## src/rvm_pkg.sv

```systemverilog
// Shared types and constants of the ring voter memory update unit.
package rvm_pkg;

	// Field widths
	localparam int W_FUNC   = 1;
	localparam int W_INDEX  = 10;
	localparam int W_DRAW   = 16;
	localparam int W_WEIGHT = 17;
	localparam int W_COUNT  = 11;
	localparam int W_CELL   = 2;
	localparam int W_ROUNDS = 32;
	localparam int W_CFG    = 17;
	localparam int W_CFG_IX = 1;

	// Item function codes
	localparam logic [W_FUNC-1:0] FUNC_LOAD   = 1'b0;
	localparam logic [W_FUNC-1:0] FUNC_UPDATE = 1'b1;

	// Configuration register indexes
	localparam logic [W_CFG_IX-1:0] CFG_MEM_WEIGHT = 1'b0;
	localparam logic [W_CFG_IX-1:0] CFG_CELL_COUNT = 1'b1;

	// Q16 unity and register reset values
	localparam logic [W_WEIGHT-1:0] Q16_ONE      = 17'd65536;
	localparam logic [W_WEIGHT-1:0] WEIGHT_RESET = 17'd32768;
	localparam logic [W_COUNT-1:0]  COUNT_RESET  = 11'd1024;

	// Cell values that count as consensus
	localparam logic [W_CELL-1:0] CELL_ALL_ZERO = 2'd0;
	localparam logic [W_CELL-1:0] CELL_ALL_ONE  = 2'd3;

	typedef struct packed {
		logic [W_FUNC-1:0]  func;
		logic [W_INDEX-1:0] cell_index;
		logic               init_bit;
		logic [W_DRAW-1:0]  random_draw;
	} item_t;

	typedef struct packed {
		logic [W_CELL-1:0]   cell_value;
		logic                round_done;
		logic                agreement;
		logic [W_ROUNDS-1:0] round_count;
		logic                index_error;
	} result_t;

endpackage

```

## src/rvm_vote.sv

```systemverilog
// Voting rule: new cell value from the neighbours, the weight and the draw.
module rvm_vote (
	input  logic [rvm_pkg::W_FUNC-1:0]   func,
	input  logic                         init_bit,
	input  logic [rvm_pkg::W_DRAW-1:0]   random_draw,
	input  logic [rvm_pkg::W_WEIGHT-1:0] mem_weight,
	input  logic [rvm_pkg::W_CELL-1:0]   left_cell,
	input  logic [rvm_pkg::W_CELL-1:0]   right_cell,
	input  logic [rvm_pkg::W_CELL-1:0]   self_cell,
	output logic [rvm_pkg::W_CELL-1:0]   cell_value
);

	localparam int TW = rvm_pkg::W_WEIGHT + 2;

	logic [rvm_pkg::W_WEIGHT-1:0] m;
	logic [rvm_pkg::W_WEIGHT-1:0] m_inv;
	logic [1:0]                   old_sum;
	logic [1:0]                   cur_sum;
	logic [TW-1:0]                thresh;
	logic [TW-1:0]                twice_r;
	logic                         new_bit;

	// Threshold mixes previous and current neighbour opinions by the weight.
	always_comb begin
		m       = (mem_weight > rvm_pkg::Q16_ONE) ? rvm_pkg::Q16_ONE : mem_weight;
		m_inv   = rvm_pkg::Q16_ONE - m;
		old_sum = 2'(left_cell[1]) + 2'(right_cell[1]);
		cur_sum = 2'(left_cell[0]) + 2'(right_cell[0]);
		thresh  = TW'(old_sum) * TW'(m_inv) + TW'(cur_sum) * TW'(m);
		twice_r = TW'({random_draw, 1'b0});
		new_bit = (twice_r <= thresh);
	end

	// A load sets both bits; an update shifts the current bit up.
	always_comb begin
		if (func == rvm_pkg::FUNC_LOAD) begin
			cell_value = {init_bit, init_bit};
		end else begin
			cell_value = {self_cell[0], new_bit};
		end
	end

endmodule

```

## config.mk

```make
export PLATFORM = sky130hd
export DESIGN_NAME = rvm_vote
export DESIGN_NICKNAME = d
export VERILOG_FILES = /design/src/rvm_pkg.sv /design/src/rvm_vote.sv
export SDC_FILE = /design/constraint.sdc
export NUM_CORES = 1
export LEC_CHECK = 0
export ABC_CLOCK_PERIOD_IN_PS = 7400
export BUFFER_PORTS_ARGS = -buffer_cell sky130_fd_sc_hd__buf_2
export CELL_PAD_IN_SITES_DETAIL_PLACEMENT = 0
export CELL_PAD_IN_SITES_GLOBAL_PLACEMENT = 1
export CORE_MARGIN = 3
export CORE_UTILIZATION = 45
export DETAILED_ROUTE_END_ITERATION = 7
export PLACE_DENSITY_LB_ADDON = 0.2
export SYNTH_ARGS = -nofsm -noshare
export SYNTH_HDL_FRONTEND = slang
export SYNTH_SLANG_ARGS = --single-unit
export TNS_END_PERCENT = 5
```

## constraint.sdc

```tcl
create_clock -name vclk -period 7.4
set_clock_uncertainty 0.1 [all_clocks]
set_input_delay 0.37 -clock vclk [all_inputs]
set_output_delay 0.37 -clock vclk [all_outputs]
set_load 0.005 [all_outputs]
```

==> metrics.md <==
| Metric | Value |
|---|---|
| Largest net degree at the start of global routing | `36` |
| Delay-heaviest family, CP | `compound AO/OA/AOI/OAI gates` |
| CTS Hold Bufs | `0` |
| Post-synth cell types | `56` |
| Grt ovf | `0` |
| Synth Warn # | `0` |
| Crit path required time | `6.93 ns` |
| Die area | `7540 um^2` |
| Pwr dens | `90.9 nW/um^2` |
| Yosys top cell by area | `fa_1` |
| DP Cell Count | `490` |
| Area growth syn-to-layout | `9.07%` |
| Period minus WS final | `6.72 ns` |
| Vias per cell | `5.51` |
| Worst vdd ir | `0.0524 mV` |
| Diodes inserted | `0` |
| Share of layout cells above drive strength 1 | `0.140` |
| Pre-antenna DRT Iters | `4` |
| CP max-delay cell | `fa_1` |
| Unrepaired setup endpoints after global routing | `no` |
| Fillers | `625` |
| Max Cap Viol | `0` |
| Vias post-DR | `2701` |
| Relative slew slack | `0.554` |
| Worst path buffer plus inverter count | `5` |
| Max-slew violation count | `0` |
| # rows | `28` |
| Sequential area share after synthesis | `0` |
| Sequential Area | `0 um^2` |
| Starting Density | `0.479` |
| Layout Cells excl Fill | `490` |
| Quantity of I/O buffers inserted on ports | `42` |
| Cell with the most instances after synthesis | `inv_1` |
| Final worst-path cycle share | `0.909` |
| DP HPWL | `5.86 mm` |
| Peak Freq | `149 MHz` |
| Max stage delay on crit path | `0.52 ns` |
| DRT antenna net count | `0` |
| Drt drc | `0` |
| Final wirelength | `6.76 mm` |
| WP data arrival | `6.25 ns` |
| Util after Layout | `0.523` |
| All-Layer GR Usage | `0.187` |
| Worst setup EP type | `primary output` |
| Top cells by area, synth | `fa_1, ha_1, inv_1` |
| Crit. path cell count | `27` |
| Mean Syn Cell Area | `7.69 um^2` |
| Fin nets | `529` |
| Finish-stage setup viols | `0` |
| Seq Cell Count | `0` |
| CP Launch Type | `input pin` |
| Wirelength per Cell | `13.8 um` |
| Synth Net Count | `494` |
| Post-CTS setup buffers | `0` |
| IO Pins | `43` |
| Pleak | `1.65 nW` |
| Run status | `completed` |
| Power consumption | `0.000291 W` |
| Global-route wire length before repair | `11.9 mm` |
| Share of the synthesized area in the top cell type | `0.225` |
| Actual slew at the worst max-slew pin | `0.662 ns` |
| Post-Syn Instances | `382` |
| Number of gates resized after cts | `0` |
| Worst Path Max Fanout | `7` |
| Hold/Removal Path Class | `input pin to primary output` |
| Final hold vios | `0` |
| Post-synthesis cell area | `2940 um^2` |
| Commonest cells in the netlist | `inv_1, ha_1, fa_1, nor2_1, and3_1` |
| Vias in the first global route | `2646` |
| CLK BUF | `0` |
| Critical path class | `input pin to primary output` |
| DRT iter0 DRCs | `60` |
| Gp weighted congestion | `0.883` |
| Die span in x | `86.8 um` |
| Initial antenna violation count | `0` |
| Core Box Area | `6130 um^2` |
| Hold Crit Depth | `3` |
| TNS Setup | `0 ns` |
| Die Y | `86.8 um` |
==> worst paths after layout <==
| check | start | end |
|---|---|---|
| worst min-delay path | self_cell[0] | cell_value[1] |
| worst max-delay path | mem_weight[16] | cell_value[0] |
==> kinds of logic (layout without fill, tap and decap cells) <==
logic type,Yosys count,in the layout,synth area share
buffers and inverters,59,92,0.0792
and+or+nand+nor,146,146,0.271
adders and majority gates,71,71,0.387
AOI/OAI and AO/OA,88,88,0.207
xor gates and xnor gates,15,15,0.0447
muxes,3,3,0.0115
==> tightest hold or removal path: stages <==
cell	delay (ns)
buf_2	0.07
mux2_2	0.12
buf_2	0.10
==> through the flow <==
stage               area, um^2  hold slack (ns)  setup slack (ns)
global route              3210            0.953             0.145
global placement          3210            0.931             0.730
detailed placement        3210            0.944             0.620
CTS                       3210            0.945             0.630
finish                    3210            0.939             0.675
floorplan                 2940            0.769              1.37
==> report_power, final <==
| group | switching [W] | internal (W) |
|---|---|---|
| combinational | 0.000164 | 0.000128 |
| clock | 0 | 0 |
| sequential | 0 | 0 |
| total | 0.000164 | 0.000128 |
==> cells in the final DEF, fill, tap and decap left out, types with 6 or more instances in the layout <==
cell type | synthesis | layout
a211oi_1 | 6 | 6
a21o_1 | 9 | 9
a21oi_1 | 18 | 18
and2_1 | 13 | 13
and3_1 | 26 | 26
buf_2 | 1 | 42
fa_1 | 33 | 33
ha_1 | 38 | 38
inv_1 | 48 | 48
nand2_1 | 19 | 19
nand2b_1 | 9 | 9
nor2_1 | 33 | 33
nor3_1 | 10 | 10
o211ai_1 | 6 | 6
o21a_1 | 6 | 6
o21ai_0 | 19 | 19
xor2_1 | 10 | 10
==> per-layer routing <==
layer / track usage / up-vias / part of all wire
met2: 0.306 / 61 / 0.43
met1: 0.288 / 1227 / 0.52
met3: 0.000951 / 2 / 0.041
met5: 0 / - / 0
li1: - / 1411 / -
met4: 0.0156 / 0 / 0.0025
==> final cells by class <==
type / instances / area [um^2] / share of cell area
inverters: 48 / 180 / 0.0562
multi-input cells: 323 / 2710 / 0.844
well taps: 75 / 93.8 / 0.0293
repair buffers: 44 / 225 / 0.0703
No activity file was read; power rests on OpenSTA's default activity.
