## config.mk

```make
export PLATFORM = sky130hd
export DESIGN_NAME = rvm_addr
export DESIGN_NICKNAME = d
export VERILOG_FILES = /design/src/rvm_pkg.sv /design/src/rvm_addr.sv
export SDC_FILE = /design/constraint.sdc
export NUM_CORES = 1
export LEC_CHECK = 0
export BUFFER_PORTS_ARGS = -buffer_cell sky130_fd_sc_hd__buf_2
export CAP_MARGIN = 10
export CORE_MARGIN = 2
export CORE_UTILIZATION = 51
export DETAILED_ROUTE_END_ITERATION = 7
export PLACE_DENSITY = 0.85
export SLEW_MARGIN = 20
export SYNTH_ARGS = -nofsm -noshare
export SYNTH_HDL_FRONTEND = slang
export SYNTH_SLANG_ARGS = --single-unit
```

## constraint.sdc

```tcl
create_clock -name vclk -period 4.91
set_input_delay 0.7365 -clock vclk [all_inputs]
set_output_delay 0.7365 -clock vclk [all_outputs]
set_load 0.05 [all_outputs]
```

## src/rvm_pkg.sv

```systemverilog
// Shared types and constants of the ring voter memory update unit.
package rvm_pkg;

	// Field widths
	localparam int W_FUNC   = 1;
	localparam int W_INDEX  = 10;
	localparam int W_DRAW   = 16;
	localparam int W_WEIGHT = 17;
	localparam int W_COUNT  = 11;
	localparam int W_CELL   = 2;
	localparam int W_ROUNDS = 32;
	localparam int W_CFG    = 17;
	localparam int W_CFG_IX = 1;

	// Item function codes
	localparam logic [W_FUNC-1:0] FUNC_LOAD   = 1'b0;
	localparam logic [W_FUNC-1:0] FUNC_UPDATE = 1'b1;

	// Configuration register indexes
	localparam logic [W_CFG_IX-1:0] CFG_MEM_WEIGHT = 1'b0;
	localparam logic [W_CFG_IX-1:0] CFG_CELL_COUNT = 1'b1;

	// Q16 unity and register reset values
	localparam logic [W_WEIGHT-1:0] Q16_ONE      = 17'd65536;
	localparam logic [W_WEIGHT-1:0] WEIGHT_RESET = 17'd32768;
	localparam logic [W_COUNT-1:0]  COUNT_RESET  = 11'd1024;

	// Cell values that count as consensus
	localparam logic [W_CELL-1:0] CELL_ALL_ZERO = 2'd0;
	localparam logic [W_CELL-1:0] CELL_ALL_ONE  = 2'd3;

	typedef struct packed {
		logic [W_FUNC-1:0]  func;
		logic [W_INDEX-1:0] cell_index;
		logic               init_bit;
		logic [W_DRAW-1:0]  random_draw;
	} item_t;

	typedef struct packed {
		logic [W_CELL-1:0]   cell_value;
		logic                round_done;
		logic                agreement;
		logic [W_ROUNDS-1:0] round_count;
		logic                index_error;
	} result_t;

endpackage

```

## src/rvm_addr.sv

```systemverilog
// Range check and ring neighbour address generation for one item.
module rvm_addr #(
	parameter int MAX_CELLS = 1024,
	localparam int IW = $clog2(MAX_CELLS)
) (
	input  logic [rvm_pkg::W_INDEX-1:0] cell_index,
	input  logic [rvm_pkg::W_COUNT-1:0] cell_count,
	input  logic                        bank,
	output logic                        index_error,
	output logic                        last,
	output logic [IW:0]                 left_addr,
	output logic [IW:0]                 right_addr,
	output logic [IW:0]                 self_addr
);

	localparam int NW = $clog2(MAX_CELLS + 1);
	localparam int XW = (NW > rvm_pkg::W_COUNT) ? NW : rvm_pkg::W_COUNT;

	logic [XW-1:0] idx_x;
	logic [XW-1:0] cnt_x;
	logic [XW-1:0] n_x;
	logic [XW-1:0] left_x;
	logic [XW-1:0] right_x;

	// Clamp the configured count into the supported range.
	always_comb begin
		idx_x = XW'(cell_index);
		cnt_x = XW'(cell_count);
		if (cnt_x < XW'(2)) begin
			n_x = XW'(2);
		end else if (cnt_x > XW'(MAX_CELLS)) begin
			n_x = XW'(MAX_CELLS);
		end else begin
			n_x = cnt_x;
		end
	end

	// Neighbours wrap round the ring.
	always_comb begin
		index_error = (idx_x >= n_x);
		last        = (idx_x == n_x - XW'(1));
		left_x      = (idx_x == '0) ? n_x - XW'(1) : idx_x - XW'(1);
		right_x     = last ? '0 : idx_x + XW'(1);
		left_addr   = {bank, left_x[IW-1:0]};
		right_addr  = {bank, right_x[IW-1:0]};
		self_addr   = {bank, idx_x[IW-1:0]};
	end

endmodule

```

==> results by group <==
Worst setup path
  – CP top delay family: simple AND/OR/NAND/NOR gates
  – CP startpoint: cell_count[9]
  – Worst path slowest cell: or4b_2
  – CP endpoint kind: primary output
  – Buffers & Inverters on Critical Path: 4
  – Element type at the critical path start: input pin
  – Worst EP arrival: 3.99 ns
  – Worst-path cell chain: buf_2 -> nor4_2 -> nand2_1 -> o211a_1 -> inv_1 -> ha_1 -> or4b_2 -> o211ai_1 -> xor2_1 -> nor4_1 -> nand2_1 -> nor4_4 -> buf_4 -> nor2_1 -> buf_2
  – CP peak stage delay: 0.59 ns
  – Critical Setup Path Class: input pin to primary output
  – Critical path peak fanout: 8
  – Worst EP required: 4.17 ns

Logic synthesis
  – Synth Area in Adders: 12.1%
  – Sequential area share after synthesis: 0%
  – Syn. warnings: 0
  – Compound-Gate Fraction of Synth Area: 19.7%
  – Synth Area per Inst: 6.48 µm²
  – Syn Std Cell Area: 1350 µm²
  – Syn Inst Count: 208
  – Combinational family with the most area after synthesis: simple AND/OR/NAND/NOR gates
  – Post-synthesis mux area share: 2.23%
  – Syn Nets: 243
  – XOR/XNOR Fraction of Synth Area: 14.7%
  – Simple-Gate Fraction of Synth Area: 37.5%
  – Post-synth cell types: 42

Route
  – Post-DRT Antenna Nets: 0
  – DR pass1 iterations: 4
  – Detailed-route vias per instance: 5.70
  – # DRC: 0
  – Drt initial violations: 48
  – Top Layer Used: met4
  – Met2 Wirelength: 1.77 mm
  – Vias: 1534
  – Drt total wl: 3.60 mm
  – Met1 wire length: 1.64 mm
  – Met3 WL: 168 µm
  – Wirelength per Cell: 13.4 µm

Global routing
  – Antenna violations before repair: 0
  – Vias in the first global route: 1388
  – First-pass GRT wire length: 5.95 mm
  – Largest net degree at the start of global routing: 15
  – Total grt overflow: 0
  – GRT Overall Usage: 22.2%

Timing
  – Max Fclk: 212 MHz
  – Post-route setup slack: 0.186 ns
  – Min Tclk post-route: 4.72 ns
  – Fin. Hold Viols: 0
  – Final Max Slew Viols: 0
  – Worst-Margin Slew: 0.575 ns
  – Final worst-path cycle share: 96.2%
  – Final setup fails: 0
  – Max-slew headroom: 61.4%

Placement
  – RD Place Congestion: 0.861
  – PortBufs: 53
  – Worst Setup Slack post-DPL: 0.0696 ns
  – Post-DP HPWL: 2.93 mm

Final layout
  – Num sequential: 0
  – Layout Nets: 276
  – Share of layout cells above drive strength 1: 26.4%
  – Storage element area: 0 µm²
  – FILL cells: 267
  – Ant diodes: 0
  – Synth-to-layout area growth: 13.8%
  – Clock buffers: 0

Job
  – Maxcap violations: 0

Floorplan
  – # rows: 18
  – Initial Utilization: 53.9%
  – Core Area: 2500 µm²
  – Height of the die: 55.4 µm
  – # IOs: 57
  – Die W: 55.4 µm
  – Full die area: 3070 µm²

Power
  – Max IR drop VDD: 0.0000858 V
  – Net Switching: 0.133 mW
  – Internal: 0.0563 mW
  – Pleak: 0.712 nW
  – Clock share of power: 0%
  – Combinational Power Share: 100.0%
  – Design Power: 0.189 mW
  – Pwr Density: 123 nW/µm²
  – Sequential Power Share: 0%
  – Switching Share: 70.2%

CTS
  – # hold bufs at CTS: 0

Hold path
  – Worst min path class: input pin to primary output
  – WHS Path Cells: 0
  – Min-Delay Startpoint: bank
  – WHS Endpoint: self_addr[10]

Run status
  – Status: finished clean
through the flow:
stage          hold slack, ns  setup TNS (ns)  area [µm²]  cells  util, %
2_1_floorplan            1.64               0        1350    208        -
5_1_grt                  1.47         -0.0397        1530    269     61.4
3_3_place_gp             1.47               0        1520    268     60.8
4_1_cts                  1.47               0        1520    268     60.8
6_report                 1.47               0        1530    269     61.4
3_5_place_dp             1.47               0        1520    268     60.8
kinds of logic (layout without fill, tap and decap cells):
logic type | count (synthesis) | after routing
XOR/XNOR | 21 | 21
adder cells (fa/ha/maj) | 13 | 13
AND/OR/NAND/NOR | 97 | 97
buffers and inverters | 36 | 67
multiplexers | 3 | 3
AO/OA/AOI/OAI | 38 | 38
placed cells by master (no fill, tap or decap), types with 3 or more instances in the layout:
cell,count
a31oi_1,6
nor4_1,4
mux2i_1,3
a21oi_1,4
nor2_1,26
nand2_1,23
o41ai_1,4
xor2_1,9
o21ai_0,7
nor3_1,7
nor2b_1,3
a21o_1,4
inv_1,11
a211oi_1,3
buf_4,3
buf_2,53
nand2b_1,7
ha_1,13
nand3_1,12
o21a_1,3
xnor2_1,11
worst max path at each step:
stage,endpoint,slack (ns),cells past startpoint
after global placement,right_addr[1],0.23,14
after detailed placement,right_addr[9],0.07,14
after global routing,right_addr[3],-0.02,15
after floorplan,last,0.19,12
final,right_addr[9],0.19,15
after CTS,right_addr[9],0.06,14
cell usage after synthesis, types with 2 or more instances:
master,number,share of area [%]
nand2b_1,7,3.2
o41ai_1,4,2.6
o21ai_0,7,2.6
buf_4,13,7.2
nor2_1,26,7.2
inv_1,11,3.1
nor2b_1,3,1.4
mux2i_1,3,2.2
xnor2_1,11,7.1
nor4_4,2,3.2
ha_1,13,12
nor3_1,7,2.6
buf_2,2,0.74
xor2_1,9,5.8
nor4_1,5,2.3
a21oi_1,4,1.5
a31oi_1,6,2.8
or4_1,2,1.1
a211oi_1,3,1.7
o21a_1,3,1.7
nand3_1,12,4.5
and3_1,2,0.93
nand2_1,23,6.4
a21o_1,4,2.2
clkbuf_1,9,2.5
layout make-up:
class	instances	area, µm²	area share, %
multi-input combinational	172	1170	76.1
timing repair buffer	56	288	18.8
inverter	11	41.3	2.69
tap	30	37.5	2.45
power by group through the flow:
stage / clock network (mW) / logic [mW] / registers (mW)
CTS: 0 / 0.188 / 0
global placement: 0 / 0.185 / 0
floorplan: 0 / 0.153 / 0
finish: 0 / 0.189 / 0
global route: 0 / 0.204 / 0
detailed placement: 0 / 0.188 / 0
repair_timing:
| item | in CTS | in global routing |
|---|---|---|
| setup endpoints to repair | 0 | 11 |
| resized for setup | 0 | 1 |
| buffers inserted | 0 | 1 |
metal layers:
layer  global-route usage (%)  vias up
li1                         -      791
met4                     2.44        0
met5                        0        -
met3                    0.468        2
met2                     40.3       49
met1                     30.1      692
Power figures use the tool's default switching activity.
